$ cat config.mk
export PLATFORM = sky130hd
export DESIGN_NAME = min_tracking_stack
export DESIGN_NICKNAME = d
export VERILOG_FILES = /design/src/hdl/mts_pkg.sv /design/src/hdl/min_tracking_stack.sv /design/src/hdl/mts_cell.sv
export SDC_FILE = /design/constraint.sdc
export NUM_CORES = 2
export LEC_CHECK = 0
export BUFFER_PORTS_ARGS = -buffer_cell sky130_fd_sc_hd__clkbuf_2
export CORE_UTILIZATION = 53
export CTS_CLUSTER_DIAMETER = 200
export DETAILED_ROUTE_END_ITERATION = 8
export GPL_TIMING_DRIVEN = 0
export HOLD_SLACK_MARGIN = 0.05
export PLACE_DENSITY = 0.69
export SETUP_SLACK_MARGIN = 0.02
export SLEW_MARGIN = 25
export SYNTH_ARGS = -nofsm -noshare
export SYNTH_HDL_FRONTEND = slang
export SYNTH_HIERARCHICAL = 1
export SYNTH_SLANG_ARGS = --single-unit
$ cat constraint.sdc
create_clock -name clk -period 5.8 [get_ports clk]
set_input_delay 1.16 -clock clk [delete_from_list [all_inputs] [get_ports clk]]
set_output_delay 1.16 -clock clk [all_outputs]
set_load 0.02 [all_outputs]
$ cat src/hdl/mts_pkg.sv
// ----------------------------------------------------------------------------
// mts_pkg: shared definitions for the min tracking stack
// Sizes, transaction codes and the per-cell shift command.
// ----------------------------------------------------------------------------
package mts_pkg;

  // Stack size and derived widths
  localparam int DEPTH   = 64;
  localparam int COUNT_W = $clog2(DEPTH + 1);

  // Fixed field widths
  localparam int VAL_W   = 32;
  localparam int WORD_W  = VAL_W + 1;
  localparam int KIND_W  = 2;
  localparam int STAT_W  = 2;
  localparam int DEPTH_W = 7;

  // Operation codes carried in kind
  localparam logic [KIND_W-1:0] KIND_PUSH = 2'd0;
  localparam logic [KIND_W-1:0] KIND_POP  = 2'd1;
  localparam logic [KIND_W-1:0] KIND_PEEK = 2'd2;

  // Result status codes
  localparam logic [STAT_W-1:0] STAT_OK    = 2'd0;
  localparam logic [STAT_W-1:0] STAT_FULL  = 2'd1;
  localparam logic [STAT_W-1:0] STAT_EMPTY = 2'd2;

  // Command broadcast to every cell of the chain
  typedef enum logic [1:0] {
    CELL_HOLD,
    CELL_PUSH,
    CELL_POP
  } cell_op_t;

  // Sign-extend a value into a stored word
  function automatic logic [WORD_W-1:0] widen(input logic [VAL_W-1:0] v);
    widen = {v[VAL_W-1], v};
  endfunction

endpackage

$ cat src/hdl/min_tracking_stack.sv
// ----------------------------------------------------------------------------
// min_tracking_stack: bounded stack of signed values with running minimum
// Shift-chain stack; the minimum is kept without a second stack.
// ----------------------------------------------------------------------------
// Usage:
//   Input channel (in_valid / in_stall) carries kind and value. A push
//   stores value, a pop removes the top, a peek (or undefined kind) reads
//   the top without change.
//   Output channel (out_valid / out_stall) returns one transaction per
//   input: status, data_value, min_value, min_valid and depth.
//   Each result is registered and shows in the cycle after acceptance.
//   Throughput: one transaction per cycle unless stalled. The entries
//   live in DEPTH chained cells that all shift up or down in the same
//   cycle; only the head cell, count and minimum feed the next operation.
//   Stall: while a result waits and out_stall is high, in_stall is high;
//   the result holds until taken and the stack does not change.
//   Reset: count and minimum clear to zero and the output goes empty; cell
//   contents are not cleared and no clearing pass is needed.
// ----------------------------------------------------------------------------
module min_tracking_stack
  import mts_pkg::*;
(
  input  logic               clk,
  input  logic               rst,
  input  logic               in_valid,
  output logic               in_stall,
  input  logic [KIND_W-1:0]  kind,
  input  logic signed [VAL_W-1:0] value,
  output logic               out_valid,
  input  logic               out_stall,
  output logic [STAT_W-1:0]  status,
  output logic signed [VAL_W-1:0] data_value,
  output logic signed [VAL_W-1:0] min_value,
  output logic               min_valid,
  output logic [DEPTH_W-1:0] depth
);

  logic [COUNT_W-1:0] count, count_next;
  logic [VAL_W-1:0]   cur_min, cur_min_next;
  logic [WORD_W-1:0]  cell_word [DEPTH];
  logic [WORD_W-1:0]  push_word;
  logic [WORD_W-1:0]  top_diff;
  logic               top_enc;
  logic               is_empty, is_full, accept;
  cell_op_t           op;
  logic [STAT_W-1:0]  stat_c;
  logic [VAL_W-1:0]   data_c;

  // Input is taken unless a finished result is blocked
  assign in_stall = out_valid & out_stall;
  assign accept   = in_valid & ~in_stall;

  assign is_empty = (count == '0);
  assign is_full  = (count == COUNT_W'(DEPTH));

  // Head word is encoded when it sits below the minimum
  assign top_diff = cell_word[0] - widen(cur_min);
  assign top_enc  = top_diff[WORD_W-1];

  // Operation decode
  always_comb begin
    op           = CELL_HOLD;
    count_next   = count;
    cur_min_next = cur_min;
    push_word    = widen(value);
    stat_c       = STAT_OK;
    data_c       = '0;
    case (kind)
      KIND_PUSH: begin
        if (is_full) begin
          stat_c = STAT_FULL;
        end else begin
          op         = CELL_PUSH;
          count_next = count + 1'b1;
          if (is_empty) begin
            cur_min_next = value;
          end else if ($signed(value) < $signed(cur_min)) begin
            // store 2*value - min, modulo 2^33
            push_word    = {value, 1'b0} - widen(cur_min);
            cur_min_next = value;
          end
        end
      end
      default: begin
        // pop, peek and undefined kinds
        if (is_empty) begin
          stat_c = STAT_EMPTY;
        end else begin
          data_c = top_enc ? cur_min : cell_word[0][VAL_W-1:0];
          if (kind == KIND_POP) begin
            op         = CELL_POP;
            count_next = count - 1'b1;
            if (top_enc) begin
              cur_min_next = {cur_min[VAL_W-2:0], 1'b0} - cell_word[0][VAL_W-1:0];
            end
          end
        end
      end
    endcase
    if (!accept) begin
      op = CELL_HOLD;
    end
  end

  // Cell chain: cell 0 is the top of stack
  for (genvar i = 0; i < DEPTH; i++) begin : g_cell
    logic [WORD_W-1:0] above, below;
    if (i == 0) begin : g_head
      assign above = push_word;
    end else begin : g_body
      assign above = cell_word[i-1];
    end
    if (i == DEPTH - 1) begin : g_tail
      assign below = '0;
    end else begin : g_inner
      assign below = cell_word[i+1];
    end
    mts_cell u_cell (
      .clk        (clk),
      .op         (op),
      .from_above (above),
      .from_below (below),
      .word       (cell_word[i])
    );
  end

  // Control state and output register
  always_ff @(posedge clk) begin
    if (rst) begin
      count     <= '0;
      cur_min   <= '0;
      out_valid <= 1'b0;
    end else begin
      if (accept) begin
        count     <= count_next;
        cur_min   <= cur_min_next;
        out_valid <= 1'b1;
      end else if (!out_stall) begin
        out_valid <= 1'b0;
      end
    end
  end

  always_ff @(posedge clk) begin
    if (accept) begin
      status     <= stat_c;
      data_value <= data_c;
      min_value  <= (count_next != '0) ? cur_min_next : '0;
      min_valid  <= (count_next != '0);
      depth      <= DEPTH_W'(count_next);
    end
  end

endmodule

$ cat src/hdl/mts_cell.sv
// ----------------------------------------------------------------------------
// mts_cell: one entry of the shift stack
// Takes the word from the cell above on a push and from the cell below on
// a pop; holds otherwise.
// ----------------------------------------------------------------------------
module mts_cell
  import mts_pkg::*;
(
  input  logic              clk,
  input  cell_op_t          op,
  input  logic [WORD_W-1:0] from_above,
  input  logic [WORD_W-1:0] from_below,
  output logic [WORD_W-1:0] word
);

  // Entry register, no reset: contents are valid only below the count
  always_ff @(posedge clk) begin
    case (op)
      CELL_PUSH: word <= from_above;
      CELL_POP:  word <= from_below;
      default:   word <= word;
    endcase
  end

endmodule

==> results_dict.tcl <==
set metrics [dict create \
    remaining_drc_errors 0 \
    drt_iter0_drc 3645 \
    synth_ff_type "edfxtp_1" \
    drtAntennaViolNets 0 \
    critPathCaptureType "register" \
    cts_setup_buffers 0 \
    yosys.area.top_type "edfxtp_1" \
    port_buffers 113 \
    setup_violations 0 \
    rsz0062_at_grt "false" \
    first_pass_iters 5 \
    wl_met3_mm 7.82 \
    wire_per_inst_um 22.7 \
    final-hold-violation-count 0 \
    final_cells 9274 \
    rows 167 \
    drive_gt1_frac 0.447 \
    synth_top_area_frac 0.594 \
    worstPathMaxFanout 8 \
    setup.worst_path.start_class "register" \
    multiInputGateArea_sq_um 38600 \
    avgSynthCellArea_sq_um 18.7 \
    overflow 0 \
    seq_area_sq_um 66400 \
    setup_slack_ns 1.55 \
    synth_edf_count 2186 \
    async_reset_ff_frac 0 \
    synth_area_leaders "edfxtp_1 (59%), mux2_4 (26%), buf_12 (3.5%)" \
    clkTransAtPathRegs_ns 0.06 \
    yosysSeqAreaShare 0.601 \
    yosysWarningCount 6 \
    synth_common_cells "edfxtp_1 (2186), mux2_4 (1920), inv_1 (212), mux2_2 (197), buf_12 (192)" \
    total_leakage_power_nw 43.3 \
    cts_made_buffers 224 \
    dp_hpwl_mm 151 \
    ir_worst_vdd_mv 0.345 \
    vias 51312 \
    hp-class "register to register" \
    drt_wl_total_mm 211 \
    syn2layout_area_growth_pct 10.3 \
    grt_pass1_vias 55345 \
    start_util 0.534 \
    max_freq_mhz 235 \
    track_usage 0.200 \
    cts_hold_buf 0 \
    clock_latency_ns 0.85 \
    fillers 15234 \
    antenna_found_initial 1 \
    grt_pass1_wl_mm 330 \
    htree_levels 4 \
    cts.sinks 2226 \
    grt_max_degree 56 \
    status "completed" \
    die_area_sq_um 210000 \
    worst-setup-path-type "register to register" \
    gp_congestion 0.887 \
    wl_met2_mm 98.6 \
    worstMarginPinSlew_ns 0.975 \
    r2r_start "cur_min[0]$_SDFFE_PP0P_" \
    synth_seq_cells 2226 \
    syn_inst 5924 \
    syn_area_sq_um 111000 \
    tns_ns 0 \
    dp_cells 8866 \
    max-slew-margin-rel 0.350 \
    clock_skew_ns 0.0308 \
    cts_resized 0 \
    max_cap_viol_count 0 \
    arrival_ns 4.85 \
    required_ns 6.40 \
    clk_path_buf_depth 3 \
    post-route-period-util 0.733 \
    synth.distinct_cells 83 \
    core_sq_um 207000 \
    via_per_inst 5.53 \
    die_y_um 459 \
    p_per_area_nw_per_um2 309 \
    synth_most_common_cell "edfxtp_1" \
    cts_root_buffer "clkbuf_16" \
    startpoint "cur_min[0]$_SDFFE_PP0P_" \
    post-place-ws_ns 0.847 \
    fp.dieW_um 459 \
    fin_crit_ns 4.25 \
    drv_slew 0 \
    wl_met1_mm 101 \
    hp-start "count[1]$_SDFFE_PP0P_" \
    cts_tree "built" \
    io_pins 114 \
    final_nets 6534 \
    top_layer "met4" \
]
## worst paths after layout
| path | cells past startpoint | slack [ns] | end |
|---|---|---|---|
| setup / recovery | 13 | 1.55 | g_cell[0].u_cell/word[32]$_DFFE_PP_ |
| hold / removal | 2 | 0.53 | count[1]$_SDFFE_PP0P_ |
| setup reg to reg | 13 | 1.55 | g_cell[0].u_cell/word[32]$_DFFE_PP_ |
| hold reg to reg | 2 | 0.53 | count[1]$_SDFFE_PP0P_ |
## per-layer routing
layer / vias up / GRT usage
li1: 23611 / -
met1: 26460 / 0.294
met2: 963 / 0.314
met3: 278 / 0.0269
met4: 0 / 0.0464
met5: - / 0
## worst max-delay path: stages (launching register included)
cell and delay, ns:
dfxtp_1 0.53, inv_1 0.16, fa_1 0.45, a21oi_1 0.21, nor2_1 0.09, o31ai_1 0.52
o31ai_1 0.26, o211ai_1 0.27, o21ai_0 0.22, o41ai_2 0.49, o211a_1 0.27, o2111ai_1 0.11
o311a_1 0.17, mux2_2 0.27
## state kept, by name (all words and copies together), names as in the netlist
register	count
g_cell.u_cell/word	2112
min_valid	1
depth	7
min_value	32
out_valid	1
cur_min	32
status	2
count	7
data_value	32
## where the power goes
group | internal, mW | switching (mW) | total (mW)
registers | 18.9 | 0.595 | 19.5
clock network | 7.72 | 6.10 | 13.8
logic | 2.14 | 2.15 | 4.29
total | 28.8 | 8.84 | 37.6
## per-stage QoR
step / hold WS, ns / power (mW) / util / area [sq um]
finish: 0.530 / 37.6 / 0.589 / 122000
global placement: 0.512 / 24.0 / 0.554 / 115000
floorplan: 0.477 / 22.9 / - / 111000
global route: 0.503 / 39.0 / 0.589 / 122000
detailed placement: 0.521 / 24.1 / 0.555 / 115000
CTS: 0.475 / 38.0 / 0.589 / 122000
## layout by cell type, fill, tap and decap left out, types with 8 or more instances in the layout
master / n
edfxtp_1: 2186
mux2_4: 1920
clkbuf_16: 227
buf_12: 198
mux2_2: 197
ha_1: 190
inv_1: 148
a21oi_1: 148
nor2_1: 136
nand2_1: 124
clkbuf_2: 113
clkbuf_1: 82
o21ai_0: 70
inv_2: 65
buf_6: 64
clkinv_1: 61
dfxtp_1: 40
clkinv_2: 36
a21o_1: 35
conb_1: 33
xnor2_1: 29
xor2_1: 27
nor3_1: 23
a211oi_1: 20
nand4_1: 18
nand3_1: 16
o22ai_1: 13
a221oi_1: 12
o21a_1: 12
bufinv_16: 12
nand2b_1: 11
o31ai_1: 11
a22oi_1: 11
a2bb2oi_1: 10
nor2b_1: 9
a31oi_1: 9
o211ai_1: 9
buf_2: 8
and3_1: 8
or2_2: 8
## cell families (layout without fill, tap and decap cells)
kind of cell	count (synthesis)	after routing	share of synthesized area
flops	2226	2226	0.601
mux	2122	2122	0.281
buf+inv	519	1047	0.0504
compound gates	420	420	0.0245
simple gates	388	388	0.0161
fa+ha+maj	192	192	0.0219
xor+xnor	56	56	0.00444
other cells	1	35	0.0000339
## final cells by class
type,count,area share
Antenna cell,2,0.0000411
Multi-Input combinational cell,3211,0.317
Clock inverter,128,0.00876
Buffer,306,0.0392
Tap cell,2788,0.0286
Clock buffer,278,0.0483
Inverter,213,0.00656
Timing Repair Buffer,122,0.00630
Sequential cell,2226,0.545
Note: power is estimated with default switching activity, not from simulation.
